## src/hdl/b2d_pkg.sv

```systemverilog
`timescale 1ns / 1ps

package b2d_pkg;

   localparam int VALUE_W   = 32;
   localparam int DIGITS    = 10;
   localparam int BCD_W     = 4 * DIGITS;
   localparam int CHAR_W    = 6;
   localparam int COUNT_W   = 4;
   localparam int BITCNT_W  = 5;
   localparam int STEP_W    = 2;

   localparam logic [CHAR_W-1:0]   ASCII_ZERO   = 6'd48;
   localparam logic [COUNT_W-1:0]  DIGITS_MAX   = 4'd10;
   localparam logic [BITCNT_W-1:0] BITS_LAST    = 5'd31;
   localparam logic [3:0]          DABBLE_LIMIT = 4'd5;
   localparam logic [3:0]          DABBLE_ADD   = 4'd3;

   typedef logic [STEP_W-1:0] step_type;

   localparam step_type STEP_WAIT = 2'd0;
   localparam step_type STEP_CONV = 2'd1;
   localparam step_type STEP_TRIM = 2'd2;
   localparam step_type STEP_EMIT = 2'd3;

   typedef enum logic [1:0] {
      OP_LOAD,
      OP_SHIFT,
      OP_TRIM,
      OP_EMIT
   } op_type;

   // jump taken when the condition holds, else fall through to the next step
   typedef enum logic [1:0] {
      COND_NO_REQ,
      COND_BITS_LEFT,
      COND_LEAD_ZERO,
      COND_MORE
   } cond_type;

   typedef struct packed {
      op_type   op;
      cond_type cond;
      step_type target;
   } ucode_word_type;

   typedef struct packed {
      logic load;
      logic shift;
      logic drop_digit;
   } dp_ctl_type;

   typedef struct packed {
      logic [3:0] top_digit;
      logic       top_zero;
   } dp_stat_type;

   function automatic ucode_word_type ucode_rom(input step_type addr);
      ucode_word_type w;
      case (addr)
         STEP_WAIT: w = '{op: OP_LOAD,  cond: COND_NO_REQ,    target: STEP_WAIT};
         STEP_CONV: w = '{op: OP_SHIFT, cond: COND_BITS_LEFT, target: STEP_CONV};
         STEP_TRIM: w = '{op: OP_TRIM,  cond: COND_LEAD_ZERO, target: STEP_TRIM};
         STEP_EMIT: w = '{op: OP_EMIT,  cond: COND_MORE,      target: STEP_EMIT};
         default:   w = '{op: OP_LOAD,  cond: COND_NO_REQ,    target: STEP_WAIT};
      endcase
      return w;
   endfunction

endpackage

```

## src/hdl/b2d_if.sv

```systemverilog
`timescale 1ns / 1ps

interface b2d_req_if
   import b2d_pkg::*;
();
   logic               valid;
   logic               ready;
   logic [VALUE_W-1:0] value;

   modport source (output valid, output value, input ready);
   modport sink   (input valid, input value, output ready);
endinterface

interface b2d_rsp_if
   import b2d_pkg::*;
();
   logic               valid;
   logic               ready;
   logic [CHAR_W-1:0]  digit_char;
   logic [COUNT_W-1:0] digit_count;
   logic               last_digit;

   modport source (output valid, output digit_char, output digit_count,
                   output last_digit, input ready);
   modport sink   (input valid, input digit_char, input digit_count,
                   input last_digit, output ready);
endinterface

```

## src/hdl/b2d_bcd.sv

```systemverilog
`timescale 1ns / 1ps

module b2d_bcd
   import b2d_pkg::*;
(
   input  logic               clock,
   input  dp_ctl_type         ctl,
   input  logic [VALUE_W-1:0] value,
   output dp_stat_type        stat
);

   logic [VALUE_W-1:0] bin_ff, bin_in;
   logic [BCD_W-1:0]   bcd_ff, bcd_in;
   logic [BCD_W-1:0]   adj;

   // add 3 to every digit of 5 or more before the shift
   always_comb begin
      adj = bcd_ff;
      for (int i = 0; i < DIGITS; i++) begin
         if (bcd_ff[4*i +: 4] >= DABBLE_LIMIT) begin
            adj[4*i +: 4] = bcd_ff[4*i +: 4] + DABBLE_ADD;
         end
      end
   end

   always_comb begin
      bin_in = bin_ff;
      bcd_in = bcd_ff;
      if (ctl.load) begin
         bin_in = value;
         bcd_in = '0;
      end else if (ctl.shift) begin
         bin_in = {bin_ff[VALUE_W-2:0], 1'b0};
         bcd_in = {adj[BCD_W-2:0], bin_ff[VALUE_W-1]};
      end else if (ctl.drop_digit) begin
         bcd_in = {bcd_ff[BCD_W-5:0], 4'd0};
      end
   end

   always_ff @(posedge clock) begin
      bin_ff <= bin_in;
      bcd_ff <= bcd_in;
   end

   assign stat.top_digit = bcd_ff[BCD_W-1 -: 4];
   assign stat.top_zero  = (bcd_ff[BCD_W-1 -: 4] == 4'd0);

endmodule

```

## src/hdl/binary_to_decimal_ascii.sv

```systemverilog
`timescale 1ns / 1ps
// Channel   Dir  Words per value  Payload
// req_chan  in   1                value[31:0]
// rsp_chan  out  1 to 10          digit_char[5:0], digit_count[3:0], last_digit
//
// A value passes through a load step, one pass of the shift-add-3 unit per
// input bit, trim steps that drop leading zeros and one emit step per digit.
// Synchronous active-high reset returns the step counter to wait and empties
// the output register. A stalled rsp_chan holds the emit step in place.

module binary_to_decimal_ascii
   import b2d_pkg::*;
(
   input  logic     clock,
   input  logic     reset,
   b2d_req_if.sink   req_chan,
   b2d_rsp_if.source rsp_chan
);

   step_type            step_ff, step_in;
   logic [BITCNT_W-1:0] bits_ff, bits_in;
   logic [COUNT_W-1:0]  rem_ff, rem_in;
   logic [COUNT_W-1:0]  cnt_ff, cnt_in;

   logic                rsp_valid_ff, rsp_valid_in;
   logic [CHAR_W-1:0]   char_ff, char_in;
   logic [COUNT_W-1:0]  count_ff, count_in;
   logic                last_ff, last_in;

   ucode_word_type      cw;
   dp_ctl_type          dp_ctl;
   dp_stat_type         dp_stat;
   logic                cond;
   logic                accept;
   logic                lead_zero;
   logic                emit_fire;

   assign cw        = ucode_rom(step_ff);
   assign accept    = req_chan.valid && (cw.op == OP_LOAD);
   assign lead_zero = dp_stat.top_zero && (rem_ff != 4'd1);
   assign emit_fire = (cw.op == OP_EMIT) && (!rsp_valid_ff || rsp_chan.ready);

   // condition select and next step
   always_comb begin
      case (cw.cond)
         COND_NO_REQ:    cond = !req_chan.valid;
         COND_BITS_LEFT: cond = (bits_ff != '0);
         COND_LEAD_ZERO: cond = lead_zero;
         COND_MORE:      cond = !(emit_fire && (rem_ff == 4'd1));
         default:        cond = 1'b0;
      endcase
      step_in = cond ? cw.target : step_ff + 2'd1;
   end

   // datapath control from the current control word
   always_comb begin
      dp_ctl.load       = accept;
      dp_ctl.shift      = (cw.op == OP_SHIFT);
      dp_ctl.drop_digit = ((cw.op == OP_TRIM) && lead_zero) || emit_fire;
   end

   always_comb begin
      bits_in = bits_ff;
      rem_in  = rem_ff;
      cnt_in  = cnt_ff;
      if (accept) begin
         bits_in = BITS_LAST;
         rem_in  = DIGITS_MAX;
         cnt_in  = DIGITS_MAX;
      end else if (cw.op == OP_SHIFT) begin
         bits_in = bits_ff - 5'd1;
      end else if ((cw.op == OP_TRIM) && lead_zero) begin
         rem_in = rem_ff - 4'd1;
         cnt_in = cnt_ff - 4'd1;
      end else if (emit_fire) begin
         rem_in = rem_ff - 4'd1;
      end
   end

   // output register: load on emit, drop when taken
   always_comb begin
      rsp_valid_in = rsp_valid_ff;
      char_in      = char_ff;
      count_in     = count_ff;
      last_in      = last_ff;
      if (emit_fire) begin
         rsp_valid_in = 1'b1;
         char_in      = ASCII_ZERO + {2'b00, dp_stat.top_digit};
         count_in     = cnt_ff;
         last_in      = (rem_ff == 4'd1);
      end else if (rsp_chan.ready) begin
         rsp_valid_in = 1'b0;
      end
   end

   always_ff @(posedge clock) begin
      if (reset) begin
         step_ff      <= STEP_WAIT;
         rsp_valid_ff <= 1'b0;
      end else begin
         step_ff      <= step_in;
         rsp_valid_ff <= rsp_valid_in;
      end
   end

   always_ff @(posedge clock) begin
      bits_ff  <= bits_in;
      rem_ff   <= rem_in;
      cnt_ff   <= cnt_in;
      char_ff  <= char_in;
      count_ff <= count_in;
      last_ff  <= last_in;
   end

   b2d_bcd u_bcd (
      .clock (clock),
      .ctl   (dp_ctl),
      .value (req_chan.value),
      .stat  (dp_stat)
   );

   assign req_chan.ready       = (cw.op == OP_LOAD);
   assign rsp_chan.valid       = rsp_valid_ff;
   assign rsp_chan.digit_char  = char_ff;
   assign rsp_chan.digit_count = count_ff;
   assign rsp_chan.last_digit  = last_ff;

`ifndef SYNTHESIS
   a_load_starts_conv: assert property (@(posedge clock) disable iff (reset)
      accept |=> (step_ff == STEP_CONV) && (bits_ff == BITS_LAST))
      else $error("accepted word did not start the conversion loop");

   a_trim_counts_agree: assert property (@(posedge clock) disable iff (reset)
      (step_ff == STEP_TRIM) |-> (rem_ff == cnt_ff))
      else $error("digit counters diverged during trim");

   a_last_marked: assert property (@(posedge clock) disable iff (reset)
      (emit_fire && (rem_ff == 4'd1)) |=> rsp_valid_ff && last_ff && (step_ff == STEP_WAIT))
      else $error("final digit not flagged or sequencer not back to wait");

   a_count_range: assert property (@(posedge clock) disable iff (reset)
      rsp_valid_ff |-> (count_ff != 4'd0) && (count_ff <= DIGITS_MAX))
      else $error("digit count out of range");

   a_emit_nonzero_rem: assert property (@(posedge clock) disable iff (reset)
      (step_ff == STEP_EMIT) |-> (rem_ff != 4'd0))
      else $error("emit step with no digits left");
`endif

endmodule
```

## src/flat_wrapper.sv

```systemverilog
// flat-port wrapper written by rule: the top's interface ports become plain ports
module binary_to_decimal_ascii_flat import b2d_pkg::*;
  (clock, reset, req_chan_valid, req_chan_value, req_chan_ready, rsp_chan_valid, rsp_chan_digit_char, rsp_chan_digit_count, rsp_chan_last_digit, rsp_chan_ready);
  b2d_req_if req_chan_i ();
  b2d_rsp_if rsp_chan_i ();
  input  logic clock;
  input  logic reset;
  input wire logic [$bits(req_chan_i.valid)-1:0] req_chan_valid;
  input wire logic [$bits(req_chan_i.value)-1:0] req_chan_value;
  output wire logic [$bits(req_chan_i.ready)-1:0] req_chan_ready;
  output wire logic [$bits(rsp_chan_i.valid)-1:0] rsp_chan_valid;
  output wire logic [$bits(rsp_chan_i.digit_char)-1:0] rsp_chan_digit_char;
  output wire logic [$bits(rsp_chan_i.digit_count)-1:0] rsp_chan_digit_count;
  output wire logic [$bits(rsp_chan_i.last_digit)-1:0] rsp_chan_last_digit;
  input wire logic [$bits(rsp_chan_i.ready)-1:0] rsp_chan_ready;
  assign req_chan_i.valid = req_chan_valid;
  assign req_chan_i.value = req_chan_value;
  assign req_chan_ready = req_chan_i.ready;
  assign rsp_chan_valid = rsp_chan_i.valid;
  assign rsp_chan_digit_char = rsp_chan_i.digit_char;
  assign rsp_chan_digit_count = rsp_chan_i.digit_count;
  assign rsp_chan_last_digit = rsp_chan_i.last_digit;
  assign rsp_chan_i.ready = rsp_chan_ready;
  binary_to_decimal_ascii u_core (.clock(clock), .reset(reset), .req_chan(req_chan_i), .rsp_chan(rsp_chan_i));
endmodule
```

## config.mk

```make
export PLATFORM = sky130hd
export DESIGN_NAME = binary_to_decimal_ascii_flat
export DESIGN_NICKNAME = d
export VERILOG_FILES = /design/src/hdl/b2d_pkg.sv /design/src/hdl/b2d_if.sv /design/src/hdl/b2d_bcd.sv /design/src/hdl/binary_to_decimal_ascii.sv /design/src/flat_wrapper.sv
export SDC_FILE = /design/constraint.sdc
export NUM_CORES = 1
export LEC_CHECK = 0
export ABC_AREA = 1
export CORE_UTILIZATION = 65
export DETAILED_ROUTE_END_ITERATION = 16
export DONT_BUFFER_PORTS = 1
export PLACE_DENSITY = 0.82
export RECOVER_POWER = 100
export SKIP_LAST_GASP = 1
export SYNTH_ARGS = -nofsm -noshare
export SYNTH_HDL_FRONTEND = slang
export SYNTH_HIERARCHICAL = 1
export SYNTH_SLANG_ARGS = --single-unit
export TNS_END_PERCENT = 50
```

## constraint.sdc

```tcl
create_clock -name clock -period 7.5 [get_ports clock]
set_input_delay 1.5 -clock clock [delete_from_list [all_inputs] [get_ports clock]]
set_output_delay 1.5 -clock clock [all_outputs]
set_load 0.005 [all_outputs]
```

==> flow_summary_export.csv, run 1 <==
group,metric,value,unit
outcome,outcome,"complete, but fails checks",
outcome,violated_checks,"max-capacitance violations, max-slew violations",
clock_tree,cts_bufs_inserted,9,
sta,finalCriticalPeriod,4.05,ns
layout,diodes,0,
global_route,first_global_vias,4072,
detailed_routing,drt_first_iter_violations,278,
pwr,p_leak,2.39,nW
sta,final_max_slew_viol_count,127,
die,die_w,92.6,µm
detailed_routing,routed_via_density,5.60,
detailed_routing,drt_pre_antenna_iters,5,
sta,grt_setup_unrepaired,"no",
clock_tree,cts_buffer_depth,2,
sta,fin_tns_setup,0,ns
detailed_routing,detail_route.drc_violations,0,
global_route,grtUsageTotal,25.3,%
detailed_routing,final_antenna_net_count,0,
synthesis,synth.largest_area_cell,"edfxtp_1",
sta,holdWs,0.473,ns
place,buffer_ports.inserted,0,
setup_path,timing.reg2reg.worst_path_depth,9,
synthesis,ys.warnings.count,6,
flow_run,cap_viol_max_count,3,
global_route,grt_antenna_before_repair,0,
die,initial_utilization,67.9,%
layout,areaGrowthSynthToFinish,0.822,%
setup_path,criticalPathCategory,"reg -> reg",
pwr,vdd_ir_drop_max,0.210,mV
clock_tree,ctsResizeCount,0,
clock_tree,cts_sinks,97,
setup_path,end_kind,"register",
synthesis,post-synth-top-area-fraction,23.1,%
setup_path,critPathRequiredTime,7.80,ns
sta,final_hold_viol_count,0,
die,die_ht,92.6,µm
sta,max_clock_freq,247,MHz
die,core_region_area,7850,µm²
setup_path,setup.worst_path.start_class,"register",
clock_tree,ctsRootBufferMaster,"clkbuf_8",
setup_path,crit_fanout,42,
sta,final.setup_skew,0.00798,ns
synthesis,syn_avg_cell_area,7.88,µm²
detailed_routing,route.detailed.wl_per_inst,13.1,µm
global_route,global_route.overflow_total,0,
die,die_area,8570,µm²
detailed_routing,routed_wl,10100,µm
sta,timing.slew.headroom,-38.2,%
layout,post_route_cells_drive_above_1_share,4.65,%
clock_tree,path_clk_slew,0.09,ns
layout,nets,726,
sta,finalCritPeriodShare,54.0,%
min_path,worstHoldPathType,"reg -> reg",
clock_tree,worstSkewPairLatency,0.35,ns
global_route,grt_pass1_wl,17400,µm
synthesis,synthesis.instances,676,
detailed_routing,route.vias.total,4304,
clock_tree,tritoncts,"done",
place,routability_congestion,0.857,
synthesis,synth-seq-area-share,44.1,%
sta,max_slew.worst_pin.slew,2.07,ns
sta,report.final.setup_viol,0,
synthesis,synth.area.top_cells,"edfxtp_1 (23%), dfxtp_1 (21%), nand2_1 (13%)",
clock_tree,cts_max_level,3,
global_route,grt_max_degree,64,
clock_tree,postCtsSetupBuffers,0,
setup_path,timing.critical_path.arrival,4.35,ns
place,hpwlAfterDp,6790,µm
die,boundaryPins,49,
synthesis,synth_area,5330,µm²
die,rows,32,
min_path,hold-path-cell-count,0,
synthesis,yosysUniqueCellTypes,38,
pwr,power_density_over_the_cells,425,nW/µm²
synthesis,synth_seq_cells,97,
clock_tree,cts_hold_buf,0,
## cells in the mapped netlist, drive strengths merged
master,number
a211oi,7
a21oi,59
a31oi,3
buf,23
clkbuf,6
clkinv,1
conb,1
dfxtp,56
edfxtp,41
ha,28
inv,95
nand2,195
nand3,34
nand4,6
nor2,22
nor3,3
o211ai,2
o21ai,80
or2,2
xor2,12
## per-stage QoR
step                cells  cell area (µm²)  worst slack [ns]  total power [mW]  util, %
global route          769             5370              3.16              2.49     68.5
global placement      753             5290              4.53              1.95     67.4
CTS                   769             5450              4.84              2.31     69.5
detailed placement    753             5290              4.47              2.02     67.4
finish                769             5370              3.45              2.28     68.5
floorplan             677             5330              4.05              1.84        -
## metal layers
| layer | vias to the layer above | share of wire, % | track usage, % | wire length, µm |
|---|---|---|---|---|
| met5 | - | 0 | 0 | 0 |
| met4 | 0 | 1.6 | 11.5 | 161 |
| met3 | 16 | 4.7 | 3.61 | 475 |
| met2 | 129 | 49 | 44.0 | 4960 |
| met1 | 1996 | 45 | 31.1 | 4490 |
| li1 | 2163 | - | - | - |
## placed cells by master (no fill, tap or decap), types with 2 or more instances in the layout
cell type / instances
a21oi_1: 58
dfxtp_1: 56
clkinv_1: 2
o21ai_0: 74
nor2_1: 21
nor3_1: 2
edfxtp_1: 41
nand2_1: 194
nand4_1: 6
conb_1: 2
a31oi_1: 3
ha_1: 28
o211ai_1: 2
clkinvlp_2: 2
nand3_1: 33
xor2_1: 12
a211oi_1: 6
clkbuf_8: 9
clkbuf_1: 5
inv_1: 90
o21ai_2: 6
inv_4: 2
## worst max-delay path, cell delays in order, from the launching register on
cell and delay (ns):
dfxtp_1 0.34, inv_1 0.08, ha_1 0.15, clkbuf_1 1.42
inv_8 0.26, nand2_1 1.02, inv_4 0.24, a21oi_1 0.27
o21ai_0 0.13, inv_1 0.06
## cell type report
cell class / instances / area (µm²)
Fill cell: 709 / 2470
Sequential cell: 97 / 2350
Multi-Input combinational cell: 455 / 2350
Inverter: 96 / 374
Clock buffer: 11 / 131
Tap cell: 102 / 128
Clock inverter: 5 / 31.3
Timing Repair Buffer: 3 / 11.3
## state kept, by name, summed over array words and instances (netlist names)
name / count
u_core/u_bcd/bcd_ff: 40
u_core/u_bcd/bin_ff: 32
u_core/bits_ff: 5
u_core/cnt_ff: 4
u_core/rem_ff: 4
u_core/rsp_chan.digit_char: 4
u_core/rsp_chan.digit_count: 4
u_core/step_ff: 2
u_core/rsp_chan.last_digit: 1
u_core/rsp_chan.valid: 1
## power by group
| part | switching [mW] | internal [mW] |
|---|---|---|
| Combinational | 0.702 | 0.347 |
| Sequential | 0.126 | 0.816 |
| Clock | 0.172 | 0.120 |
## final timing paths
check	startpoint	to	slack, ns
worst max-delay path	u_core/step_ff[1]$_SDFF_PP0_	u_core/u_bcd/bcd_ff[22]$_SDFFE_PP0P_	3.45
worst min-delay path	u_core/cnt_ff[3]$_SDFFE_PP1P_	u_core/rsp_chan.digit_count[3]$_DFFE_PP_	0.47
worst max register to register	u_core/step_ff[1]$_SDFF_PP0_	u_core/u_bcd/bcd_ff[22]$_SDFFE_PP0P_	3.45
worst min register to register	u_core/cnt_ff[3]$_SDFFE_PP1P_	u_core/rsp_chan.digit_count[3]$_DFFE_PP_	0.47
## logic make-up after synthesis
logic type	count (synthesis)	synth area share, %
fa+ha+maj	28	6.57
compound gates	151	15.9
simple gates	262	20.6
buf+inv	125	10.7
flops	97	44.1
xor+xnor	12	1.97
other cells	1	0.0704
Power figures use the tool's default switching activity.
==> run 2: changes to the inputs <==
CORE_UTILIZATION = 58   (was 65)
PLACE_DENSITY = 0.77   (was 0.82)
clock period = 3.4 ns   (was 7.5 ns; I/O delays follow)
==> run 2 against run 1 <==
The run ends with design-rule violations left. Sequential power increased by 120%. Highest routed layer unchanged. Critical path type unchanged. Combinational power increased by 120%. Sequential share of layout area decreased by 0.67 points. Power increased by 130%. Flip-flop and latch count unchanged. Hold slack got worse by 0.10 ns. First-iteration DRC count increased by 0.72%. Non-clock buffer count unchanged. Clock power increased to 2.7 times the previous value. Die area increased by 12%.
==> flow_summary_export.csv, run 2 (synthesis results as in run 1) <==
group,metric,value,unit
detailed_routing,dr.max_layer_used,"met4",
clock_tree,cts_buffer_depth,2,
layout,final-seq-area,2350,µm²
place,routability_congestion,0.790,
die,die_ht,97.9,µm
place,buffer_ports.inserted,0,
detailed_routing,route.vias.total,4243,
setup_path,crit_fanout,34,
layout,fill_cells,789,
clock_tree,cts_bufs_inserted,9,
clock_tree,tritoncts,"done",
layout,areaGrowthSynthToFinish,2.39,%
layout,mostFrequentLayoutCell,"nand2_1",
detailed_routing,final_antenna_net_count,0,
die,rows,34,
pwr,power_density_over_the_cells,950,nW/µm²
setup_path,timing.critical_path.arrival,2.80,ns
global_route,grt_max_degree,64,
sta,report.final.setup_viol,0,
detailed_routing,routed_via_density,5.47,
detailed_routing,wl_met1,4560,µm
sta,finalCritPeriodShare,74.5,%
detailed_routing,detailroute.wirelength.met2,4860,µm
layout,diodes,0,
layout,finish.utilization,62.0,%
global_route,first_global_vias,4068,
sta,final_max_slew_viol_count,0,
global_route,global_route.overflow_total,0,
detailed_routing,drt_first_iter_violations,280,
layout,reg_top3,"u_core/u_bcd/bcd_ff (40), u_core/u_bcd/bin_ff (32), u_core/bits_ff (5)",
clock_tree,ctsResizeCount,0,
sta,finalCriticalPeriod,2.53,ns
layout,multi_input_gate_area,2370,µm²
min_path,worstHoldPathType,"in -> reg",
die,die_area,9580,µm²
sta,grt_setup_unrepaired,"no",
global_route,grt_pass1_wl,17400,µm
detailed_routing,detail_route.drc_violations,2,
sta,max_slew.worst_pin.slew,0.988,ns
pwr,vdd_ir_drop_max,0.480,mV
sta,final.setup_skew,0.00788,ns
clock_tree,cts_sinks,97,
setup_path,setup.worst_path.start_class,"register",
sta,max_clock_freq,395,MHz
layout,post_route_cells_drive_above_1_share,5.70,%
setup_path,criticalPathCategory,"reg -> reg",
global_route,grt_antenna_before_repair,0,
clock_tree,cts_max_level,3,
detailed_routing,met3WireLength,522,µm
clock_tree,ctsRootBufferMaster,"clkbuf_8",
outcome,outcome,"complete, but fails checks",
layout,nets,726,
pwr,p_leak,2.44,nW
sta,final_hold_viol_count,0,
layout,most-common-layout-cells,"nand2_1 (192), inv_1 (91), o21ai_0 (78)",
layout,register_ranked_first_by_flip_flop_count,"u_core/u_bcd/bcd_ff",
setup_path,critPathRequiredTime,3.67,ns
outcome,violated_checks,"design-rule violations",
clock_tree,cts_hold_buf,0,
die,boundaryPins,49,
sta,fin_tns_setup,0,ns
sta,timing.slew.headroom,34.1,%
place,hpwlAfterDp,6660,µm
clock_tree,postCtsSetupBuffers,0,
die,die_w,97.9,µm
layout,max_ffs_per_register,40,
setup_path,cp_cell_sequence,"inv_1 -> ha_1 -> inv_1 -> or2_2 -> nor2_1 -> nand2_1 -> inv_1 -> nand2_4 -> nand2_1 -> inv_1 -> nand2_8 -> inv_4 -> a21oi_1 -> nand2_1 -> inv_1",
setup_path,cpMaxStageDelayCell,"dfxtp_1",
setup_path,most_frequent_cell_on_critical_path,"inv_1",
clock_tree,path_clk_slew,0.10,ns
setup_path,end_kind,"register",
detailed_routing,drt_pre_antenna_iters,11,
detailed_routing,route.detailed.wl_per_inst,13.0,µm
die,core_region_area,8810,µm²
flow_run,cap_viol_max_count,0,
die,initial_utilization,60.5,%
clock_tree,worstSkewPairLatency,0.36,ns
detailed_routing,routed_wl,10100,µm
setup_path,slowest_delay,0.42,ns
global_route,grtUsageTotal,22.2,%
## run 2: final cells by class
type                            instances  area share (%)
Clock buffer                            9            2.27
Clock inverter                          7            1.54
Inverter                               96            6.83
Multi-Input combinational cell        455            43.4
Sequential cell                        97            43.1
Tap cell                              108            2.48
Timing Repair Buffer                    3           0.367
## run 2: per-stage QoR
stage | cells | setup WS, ns | hold WS [ns] | instance area, µm² | power (mW)
5_1_grt | 775 | 0.629 | 0.349 | 5460 | 5.65
4_1_cts | 775 | 1.04 | 0.356 | 5500 | 5.24
3_5_place_dp | 759 | 1.08 | 0.451 | 5300 | 4.45
6_report | 775 | 0.868 | 0.371 | 5460 | 5.18
2_1_floorplan | 677 | 0.766 | 0.430 | 5330 | 4.05
3_3_place_gp | 759 | 1.16 | 0.442 | 5300 | 4.31
## run 2: path summary, 6_finish.rpt
| kind | from | endpoint | slack [ns] | cells past startpoint |
|---|---|---|---|---|
| worst max-delay path | u_core/u_bcd/bcd_ff[36]$_SDFFE_PP0P_ | u_core/u_bcd/bcd_ff[6]$_SDFFE_PP0P_ | 0.87 | 15 |
| worst min-delay path | reset | u_core/rsp_chan.valid$_SDFFE_PP0P_ | 0.37 | 1 |
| worst max register to register | u_core/u_bcd/bcd_ff[36]$_SDFFE_PP0P_ | u_core/u_bcd/bcd_ff[6]$_SDFFE_PP0P_ | 0.87 | 15 |
| worst min register to register | u_core/cnt_ff[0]$_SDFFE_PP0P_ | u_core/rsp_chan.digit_count[0]$_DFFE_PP_ | 0.47 | 0 |
## run 2: per-layer routing
layer	up-vias	track usage, %
met4	0	7.81
met2	126	39.2
li1	2161	-
met3	12	5.65
met5	-	0
met1	1944	26.1
## run 2: worst max-delay path: cells and delay by family, from the launching register on
| family | cells | cell delay (ns) |
|---|---|---|
| compound gates | 1 | 0.09 |
| fa+ha+maj | 1 | 0.22 |
| buf+inv | 6 | 0.95 |
| flops | 1 | 0.42 |
| simple gates | 7 | 0.73 |
## run 2: where the power goes
part           total (mW)  internal, mW  switching [mW]
registers            2.07          1.79           0.274
clock network       0.787         0.356           0.431
logic                2.33         0.777            1.56
